$ cat config.mk
export PLATFORM = sky130hd
export DESIGN_NAME = tcce_sweep
export DESIGN_NICKNAME = d
export VERILOG_FILES = /design/src/hw/rtl/assert_macros.svh /design/src/hw/rtl/tcce_pkg.sv /design/src/hw/rtl/tcce_sweep.sv
export SDC_FILE = /design/constraint.sdc
export NUM_CORES = 1
export LEC_CHECK = 0
export BUFFER_PORTS_ARGS = -buffer_cell sky130_fd_sc_hd__buf_2
export CAP_MARGIN = 20
export CORE_ASPECT_RATIO = 0.8
export CORE_MARGIN = 4
export CORE_UTILIZATION = 28
export DETAILED_ROUTE_END_ITERATION = 12
export PLACE_DENSITY = 0.61
export SYNTH_ARGS = -nofsm -noshare
export SYNTH_HDL_FRONTEND = slang
export SYNTH_SLANG_ARGS = --single-unit
$ cat constraint.sdc
create_clock -name i_clk -period 2 [get_ports i_clk]
set_clock_uncertainty 0.1 [all_clocks]
set_input_delay 0.1 -clock i_clk [delete_from_list [all_inputs] [get_ports i_clk]]
set_output_delay 0.1 -clock i_clk [all_outputs]
set_load 0.05 [all_outputs]
$ cat src/hw/rtl/assert_macros.svh
// Assertion macros shared by the console RTL.
// No dependencies; files that check their own logic include this header.
`ifndef ASSERT_MACROS_SVH
`define ASSERT_MACROS_SVH

`ifndef SYNTHESIS

// Condition must hold at every clock edge outside reset.
`define ASSERT_ALWAYS(lbl, clk, rst_n, cond, msg) \
    lbl: assert property (@(posedge clk) disable iff (!(rst_n)) (cond)) \
        else $error(msg);

// Antecedent at one edge implies consequent at the same edge.
`define ASSERT_IMPLIES(lbl, clk, rst_n, ante, cons, msg) \
    lbl: assert property (@(posedge clk) disable iff (!(rst_n)) (ante) |-> (cons)) \
        else $error(msg);

// Antecedent at one edge implies consequent at the next edge.
`define ASSERT_NEXT(lbl, clk, rst_n, ante, cons, msg) \
    lbl: assert property (@(posedge clk) disable iff (!(rst_n)) (ante) |=> (cons)) \
        else $error(msg);

`else

`define ASSERT_ALWAYS(lbl, clk, rst_n, cond, msg)
`define ASSERT_IMPLIES(lbl, clk, rst_n, ante, cons, msg)
`define ASSERT_NEXT(lbl, clk, rst_n, ante, cons, msg)

`endif

`endif

$ cat src/hw/rtl/tcce_pkg.sv
// Types and fixed constants of the text console cursor engine.
// No dependencies; used by the sweep unit and the top level.
`timescale 1ns / 1ps

package tcce_pkg;

    // Field widths fixed by the interface
    localparam int CMD_W    = 2;
    localparam int CHAR_W   = 8;
    localparam int IDX_W    = 11;
    localparam int CELL_W   = 16;
    localparam int COLOR_W  = 4;
    localparam int APB_AW   = 3;
    localparam int APB_DW   = 32;

    // Command codes
    localparam logic [CMD_W-1:0] CMD_PUT   = 2'd0;
    localparam logic [CMD_W-1:0] CMD_CLEAR = 2'd1;
    localparam logic [CMD_W-1:0] CMD_READ  = 2'd2;
    localparam logic [CMD_W-1:0] CMD_NOP   = 2'd3;

    // Character codes
    localparam logic [CHAR_W-1:0] CH_BS        = 8'h08;
    localparam logic [CHAR_W-1:0] CH_TAB       = 8'h09;
    localparam logic [CHAR_W-1:0] CH_LF        = 8'h0A;
    localparam logic [CHAR_W-1:0] CH_CR        = 8'h0D;
    localparam logic [CHAR_W-1:0] CH_SPACE     = 8'h20;
    localparam logic [CHAR_W-1:0] CH_PRINT_MAX = 8'h7F;

    // Register indexes (paddr[2])
    localparam logic REG_FORE = 1'b0;
    localparam logic REG_BACK = 1'b1;

    localparam logic [COLOR_W-1:0] FORE_RESET  = 4'd7;
    localparam logic [COLOR_W-1:0] BACK_RESET  = 4'd0;
    localparam logic [CELL_W-1:0]  RESET_BLANK = 16'h0720;

    typedef struct packed {
        logic [CMD_W-1:0]  cmd;
        logic [CHAR_W-1:0] char_code;
        logic [IDX_W-1:0]  cell_index;
    } t_in_req;

    typedef struct packed {
        logic [IDX_W-1:0]  cursor_index;
        logic [CELL_W-1:0] cell_data;
        logic              scrolled;
    } t_out_rsp;

    // Sequencer to sweep unit
    typedef struct packed {
        logic              start;
        logic              shift;   // 1: scroll up one row, 0: fill every cell
        logic [CELL_W-1:0] fill;
    } t_sweep_ctl;

    // Sweep unit to sequencer
    typedef struct packed {
        logic busy;
        logic draining;
    } t_sweep_stat;

endpackage

$ cat src/hw/rtl/tcce_sweep.sv
// Sweep unit: walks every cell once, either filling or copying up one row and filling the last.
// Depends on tcce_pkg; drives the screen RAM through the top level.
`timescale 1ns / 1ps

module tcce_sweep #(
    parameter int ROWS = 25,
    parameter int COLS = 80
) (
    input  logic                                i_clk,
    input  logic                                i_rst_n,
    input  tcce_pkg::t_sweep_ctl                i_ctl,
    output tcce_pkg::t_sweep_stat               o_stat,
    output logic                                o_re,
    output logic [$clog2(ROWS*COLS)-1:0]        o_raddr,
    input  logic [tcce_pkg::CELL_W-1:0]         i_rdata,
    output logic                                o_we,
    output logic [$clog2(ROWS*COLS)-1:0]        o_waddr,
    output logic [tcce_pkg::CELL_W-1:0]         o_wdata
);

    localparam int NCELLS    = ROWS * COLS;
    localparam int AW        = $clog2(NCELLS);
    localparam int SHIFT_END = NCELLS - COLS;

    logic                        r_busy;
    logic                        r_shift;
    logic [tcce_pkg::CELL_W-1:0] r_fill;
    logic [AW-1:0]               r_cnt;
    logic                        r_wv;
    logic [AW-1:0]               r_waddr;
    logic                        r_wsrc;
    logic                        copy_now;

    // Every row but the last takes its data from the row underneath
    assign copy_now = r_busy && r_shift && (r_cnt < AW'(SHIFT_END));

    // Reset starts a fill pass with the power-on blank
    always_ff @(posedge i_clk) begin
        if (!i_rst_n) begin
            r_busy  <= 1'b1;
            r_shift <= 1'b0;
            r_fill  <= tcce_pkg::RESET_BLANK;
            r_cnt   <= '0;
            r_wv    <= 1'b0;
        end else begin
            r_wv <= r_busy;
            if (r_busy) begin
                if (r_cnt == AW'(NCELLS - 1)) begin
                    r_busy <= 1'b0;
                end
                r_cnt <= r_cnt + 1'b1;
            end else if (i_ctl.start) begin
                r_busy  <= 1'b1;
                r_shift <= i_ctl.shift;
                r_fill  <= i_ctl.fill;
                r_cnt   <= '0;
            end
        end
    end

    always_ff @(posedge i_clk) begin
        r_waddr <= r_cnt;
        r_wsrc  <= copy_now;
    end

    assign o_re    = copy_now;
    assign o_raddr = r_cnt + AW'(COLS);
    assign o_we    = r_wv;
    assign o_waddr = r_waddr;
    assign o_wdata = r_wsrc ? i_rdata : r_fill;

    assign o_stat.busy     = r_busy;
    assign o_stat.draining = r_wv;

endmodule

Yosys cells after proc, flatten, opt, wreduce, memory -nomap -nowiden
Cells that the tools add are included.

Add/sub/neg operators: 2. $mul: 0. Divide/modulo/power cells: 0. Magnitude comparators: 1. Eq/ne operators: 1. Shift-type cells: 0. Muxes and demuxes: 6. Bitwise gates (word level): 1. Reduce and logical (&&, ||, !) cells: 4.

Operator list (count): 2-to-1 mux 11 bit (2); 2-to-1 mux 16 bit (1); adder 11 x 1 -> 11 bit (second input constant) (1); adder 11 x 7 -> 11 bit (second input constant) (1); equality test 11 bit (second input constant) (1); < comparator 11 bit (second input constant) (1); 2-to-1 mux 1 bit (3); logical AND 1 bit (2); AND reduction 2 bit (1); nonzero test 2 bit (1); inverter 1 bit (1).

Register bits: 42. Latch bits: 0. RAM bits: 0. ROM bits: 0. Input port bits: 36. Output and inout port bits: 42. Word-level logic and storage cells: 22. Memories kept: 0.

Depth between registers and ports, before layout
Gate-level depths: netlist of run 1.

Word-level depth: 3. Mapped depth: 5. Gate-level depth less buffers: 5.

Worst setup path before layout of run 1
No wires, ideal clock.

Kind: flip-flop to output port. Start: reg r_cnt[5]. End: out o_raddr[10]. Data arrival time: 1.872 ns. Data required time: 1.800 ns. Slack: -0.072 ns. Cell stages (with the launch flop): 5. Buffers on the path: 0. Cells stage by stage: dfxtp_1 -> ha_1 -> o21ai_0 -> or2_2 -> xnor2_1.

Cells in the longest elaborated chain, start to end: 1.

Ends and longest elaborated chain: from (decl) (RTL line tcce_sweep.sv:28) `logic [AW-1:0] r_cnt;`; from (signal assigned) (RTL line tcce_sweep.sv:51) `r_cnt <= r_cnt + 1'b1;`; adder 11 x 7 -> 11 bit (RTL line tcce_sweep.sv:67) `assign o_raddr = r_cnt + AW'(COLS);`; to (decl) (RTL line tcce_sweep.sv:14) `output logic [$clog2(ROWS*COLS)-1:0] o_raddr,`.

Every way passes these cells.

Final worst setup path of run 1
Ends and elaborated chain as after synthesis.

==> flow_summary.yaml, run 1 <==
flow_run:
  drv_cap: 0
drt:
  wl_per_cell_um: 12.6
  via_per_inst: 4.46
  wirelength_mm: 4.63
  wl_met2_mm: 2.07
  ant_nets: 0
  drtIter0Drc: 33
  met1_length_mm: 2.18
  firstDrtPassIters: 4
  top_layer: "met4"
  dr_wl_met3_um: 316
  drc: 0
  vias: 1632
clock_tree:
  worstSkewPairLatency_ns: 0.30
  cts_tree: "built"
  post_cts_buffers: 0
  ctsHtreeMaxLevel: 2
  clock-root-buffer: "clkbuf_8"
  clkTransAtPathRegs_ns: 0.08
  clock-sinks: 42
  cts_buffer_depth: 2
  cts_buffers: 5
power:
  p_sw_share_pct: 23.2
  p_per_area_mw_per_mm2: 664
  total_power_mw: 1.67
  seq_power_share_pct: 51.5
  peakVddDrop_v: 0.000324
  p_int_mw: 1.28
  p_leak_nw: 1.09
  power_switching_uw: 387
  p_comb_share_pct: 8.7
  pwr-share-clk_pct: 39.8
final_layout:
  drive_above_1_share_pct: 40.4
  final_cells: 366
  nets: 323
  area_growth_pct: 41.7
  final_util_pct: 41.8
  diodes: 0
worst_setup_path:
  cp_max_fo: 7
  crit_path_start_kind: "flip-flop"
  path_class: "flip-flop to output pin"
  endpoint_kind: "output pin"
  cp_slowest_cell: "dfxtp_2"
  worstPathRequired_ns: 1.80
  cp_data_arrival_time_ns: 1.69
  crit_chain: "ha_2 > o21ai_0 > or2_2 > xnor2_2 > buf_4"
  max_stage_delay_ns: 0.39
global_routing:
  track_usage_pct: 12.5
  antenna_found_initial: 0
  grt_first_pass_wirelength_mm: 7.87
  grt_max_degree: 18
  grt_pass1_vias: 1598
  grt-ovfl-total: 0
timing:
  relSlewSlack_pct: 53.8
  fmax_mhz: 528
  timing.final.crit_share_pct: 94.7
  grt_setup_unrepaired: "no"
  drv_slew: 0
  hold_viol_final: 0
  min_period_ns: 1.89
  setup_tns_ns: 0
  worst_pin_slew_ns: 0.691
  setup_viol: 0
floorplanning:
  die_y_um: 79.1
  io_pins: 78
  core_mm2: 0.00601
  floorplan.initialDensity_pct: 29.5
  die_area_mm2: 0.00766
  dieWidth_um: 96.9
  num_rows: 25
yosys:
  ys_ff_latch: 42
  synth.net_count: 232
  syn_avg_cell_area_um2: 9.17
  ys_seq_area_share_pct: 47.5
  yosysWarnings: 0
  synth.distinct_cells: 31
  synth_cells: 193
  syn_area_mm2: 0.00177
placement:
  gp_congestion: 0.755
  placed_cells: 340
  io_buffers: 77
  place_hpwl_mm: 3.30
outcome:
  status: "finished clean"
min_path:
  hold_class: "primary input to flip-flop"
## sequential cells by signal (all words and copies together), names as in the netlist
| name | cells |
|---|---|
| r_fill | 16 |
| o_we | 1 |
| o_waddr | 11 |
| r_shift | 1 |
| r_wsrc | 1 |
| r_cnt | 11 |
| r_busy | 1 |
## metal layers
metal	up-vias	track usage, %
li1	834	-
met1	735	16.1
met2	55	19.8
met3	8	4.21
met4	0	3.79
met5	-	0
## repair_timing
item	in CTS	in global routing
endpoints found under the setup margin	1	1
hold endpoints to repair	18	0
hold buffers	18	0
resized for setup	2	2
## power by group through the flow
stage          sequential (mW)  combinational [mW]  clock, mW
6_report                 0.858               0.144      0.663
5_1_grt                  0.860               0.156      0.726
4_1_cts                  0.858               0.145      0.693
3_5_place_dp             0.878               0.117          0
3_3_place_gp             0.878               0.117          0
2_1_floorplan            0.897              0.0520          0
## critical path, delay by kind of cell, from the launching register on
family	cells	cell delay, ns
flops	1	0.39
simple gates	1	0.34
fa+ha+maj	1	0.23
buf+inv	1	0.21
xor+xnor	1	0.12
compound gates	1	0.11
## final cells by class
type                    count  area [µm²]
clock buffers               5        68.8
clock inverters             3        40.0
fillers                   615        3500
inverters                   5        18.8
multi-input cells         129         822
flip-flops and latches     42         843
well taps                  81         101
repair buffers            101         613
## synth_stat cells, drive strengths merged
library cell,number,area [µm²]
a211oi,2,15.0
a21oi,21,105
and2,1,6.26
and3,1,6.26
buf,13,82.6
clkbuf,4,15.0
dfxtp,42,841
ha,3,37.5
inv,5,18.8
mux2,16,180
mux2i,2,20.0
nand2,38,143
nand2b,2,12.5
nand3,7,35.0
nand3b,1,7.51
nand4,5,46.3
nor2,4,15.0
nor2b,2,12.5
nor3,3,15.0
nor3b,1,7.51
o211ai,4,30.0
o21ai,3,15.0
o311ai,1,8.76
or2,1,6.26
or3,4,27.5
or4,1,7.51
xnor2,5,43.8
xor2,1,8.76
## per-stage QoR
step / hold slack (ns) / cell area, µm² / setup slack [ns]
floorplan: 0.124 / 1780 / 0.228
global placement: 0.208 / 2210 / 0.294
detailed placement: 0.215 / 2210 / 0.274
CTS: 0.0688 / 2500 / 0.0156
global route: 0.142 / 2510 / 0.00984
finish: 0.0823 / 2510 / 0.105
## worst paths after layout
| check | start | to | slack, ns | cells past startpoint |
|---|---|---|---|---|
| worst max-delay path | r_cnt[5] | o_raddr[10] | 0.11 | 5 |
| worst min register to register | r_cnt[4] | o_waddr[4] | 0.31 | 0 |
| worst min-delay path | i_ctl[17] | r_busy | 0.08 | 3 |
| worst max register to register | r_cnt[1] | r_cnt[10] | 0.28 | 4 |
## cells by family after synthesis
| kind of cell | Yosys count | share of synthesized area (%) |
|---|---|---|
| buffers and inverters | 22 | 6.58 |
| XOR/XNOR | 6 | 2.97 |
| AND/OR/NAND/NOR | 71 | 19.7 |
| AO/OA/AOI/OAI | 31 | 9.83 |
| adder cells (fa/ha/maj) | 3 | 2.12 |
| flip-flops | 42 | 47.5 |
| multiplexers | 18 | 11.3 |
## placed cells by master (no fill, tap or decap), drive strengths merged, types with 5 or more instances in the layout
cell type and count:
nand4 5, xnor2 5, dlygate4sd3 18, nand3 7, nand2 38, a21oi 21, mux2 16, buf 83
clkbuf 5, dfxtp 42, inv 5
(Power assumes the default switching activity.)
==> run 2: changes to the inputs <==
MAX_ROUTING_LAYER = met4   (was unset)
PLACE_DENSITY = 0.6   (was 0.61)
==> flow_summary.yaml, run 2 (same netlist as run 1, synthesis figures left out) <==
timing:
  grt_setup_unrepaired: "no"
  timing.final.crit_share_pct: 94.3
  setup_tns_ns: 0
  worst_pin_slew_ns: 0.746
  holdWs_ns: 0.0790
  fmax_mhz: 530
  relSlewSlack_pct: 50.2
  setup_viol: 0
  min_period_ns: 1.89
  drv_slew: 0
  hold_viol_final: 0
global_routing:
  grt_pass1_vias: 1660
  grt_max_degree: 24
  grt_first_pass_wirelength_mm: 7.96
  track_usage_pct: 13.0
  grt-ovfl-total: 0
  antenna_found_initial: 0
clock_tree:
  ctsHtreeMaxLevel: 2
  clkTransAtPathRegs_ns: 0.08
  cts_buffer_depth: 2
  clock-root-buffer: "clkbuf_8"
  clock-sinks: 42
  cts_tree: "built"
  worstSkewPairLatency_ns: 0.29
  post_cts_buffers: 0
  cts_buffers: 5
floorplanning:
  die_y_um: 79.1
  core_mm2: 0.00601
  io_pins: 78
  dieWidth_um: 96.9
  num_rows: 25
  die_area_mm2: 0.00766
  floorplan.initialDensity_pct: 29.5
placement:
  gp_congestion: 0.735
  io_buffers: 77
  place_hpwl_mm: 3.18
  placed_cells: 338
power:
  p_per_area_mw_per_mm2: 631
  p_leak_nw: 1.07
  peakVddDrop_v: 0.000327
  total_power_mw: 1.57
worst_setup_path:
  crit_path_start_kind: "flip-flop"
  crit_chain: "ha_2 > o21ai_0 > or2_2 > xnor2_2 > buf_6"
  critical_path.startpoint: "r_cnt[5]"
  r2r_slack_ns: 0.26
  path_delay_family: "flip-flops"
  cp_max_fo: 7
  r2r_start: "r_cnt[0]"
  worstPathRequired_ns: 1.80
  cp_data_arrival_time_ns: 1.69
  max_stage_delay_ns: 0.39
  endpoint_kind: "output pin"
  critPathBufInv: 1
  path_class: "flip-flop to output pin"
  cp_slowest_cell: "dfxtp_2"
final_layout:
  drive_above_1_share_pct: 39.9
  final_util_pct: 41.3
  layout_commonest_cell: "buf_2"
  regMostFlops: "r_fill"
  diodes: 0
  final_cells: 364
  largest_reg_flops: 16
  nets: 321
  area_growth_pct: 40.3
  mostFrequentLayoutCells: "76 x buf_2, 40 x dfxtp_1, 38 x nand2_1, 21 x a21oi_1, 18 x dlygate4sd3_1"
  fillers: 629
drt:
  drtIter0Drc: 66
  via_per_inst: 4.48
  vias: 1630
  drc: 0
  ant_nets: 0
  firstDrtPassIters: 4
  wirelength_mm: 4.64
  wl_per_cell_um: 12.7
min_path:
  hold_path_startpoint: "i_ctl[17]"
  hold_class: "primary input to flip-flop"
outcome:
  status: "finished clean"
flow_run:
  drv_cap: 0
-- run 2: power breakdown --
part	internal, mW	switching, mW
combinational	0.0636	0.0786
sequential	0.847	0.0117
clock	0.278	0.289
-- run 2: timing repair --
action,CTS,global route
gates resized for setup,3,2
gates cloned,0,0
hold endpoints to repair,18,0
hold buffers,18,0
pin swaps,0,0
setup endpoints to repair,1,1
-- run 2: final cells by class --
type                    count  area [µm²]  area share [%]
flip-flops and latches     42         843            34.0
multi-input cells         129         822            33.1
repair buffers             99         602            24.2
well taps                  81         101            4.08
clock buffers               6        82.6            3.33
inverters                   5        18.8           0.756
clock inverters             2        12.5           0.504
-- run 2: path summary, 6_finish.rpt --
path / to / cells after the start
min: r_busy / 3
max reg2reg: r_cnt[10] / 4
max: o_raddr[10] / 5
min reg2reg: o_waddr[4] / 0
-- run 2: metrics by stage --
stage / area [µm²] / worst slack, ns
after floorplan: 1780 / 0.228
after global placement: 2200 / 0.290
after detailed placement: 2200 / 0.250
after CTS: 2480 / 0.0134
after global routing: 2480 / 0.0110
final: 2480 / 0.114
-- run 2: routing by layer --
layer  vias up  global-route usage [%]  share of wire (%)
met5         -                       -                  0
met3         5                    4.48                6.1
met2        52                    21.5                 45
met4         0                    3.79               0.80
li1        828                       -                  -
met1       745                    15.2                 48
-- run 2: worst reg2reg max path: stages (launching register included) --
cell	delay, ns
dfxtp_1	0.47
ha_1	0.28
nand4_4	0.18
or4_1	0.50
a21oi_1	0.14
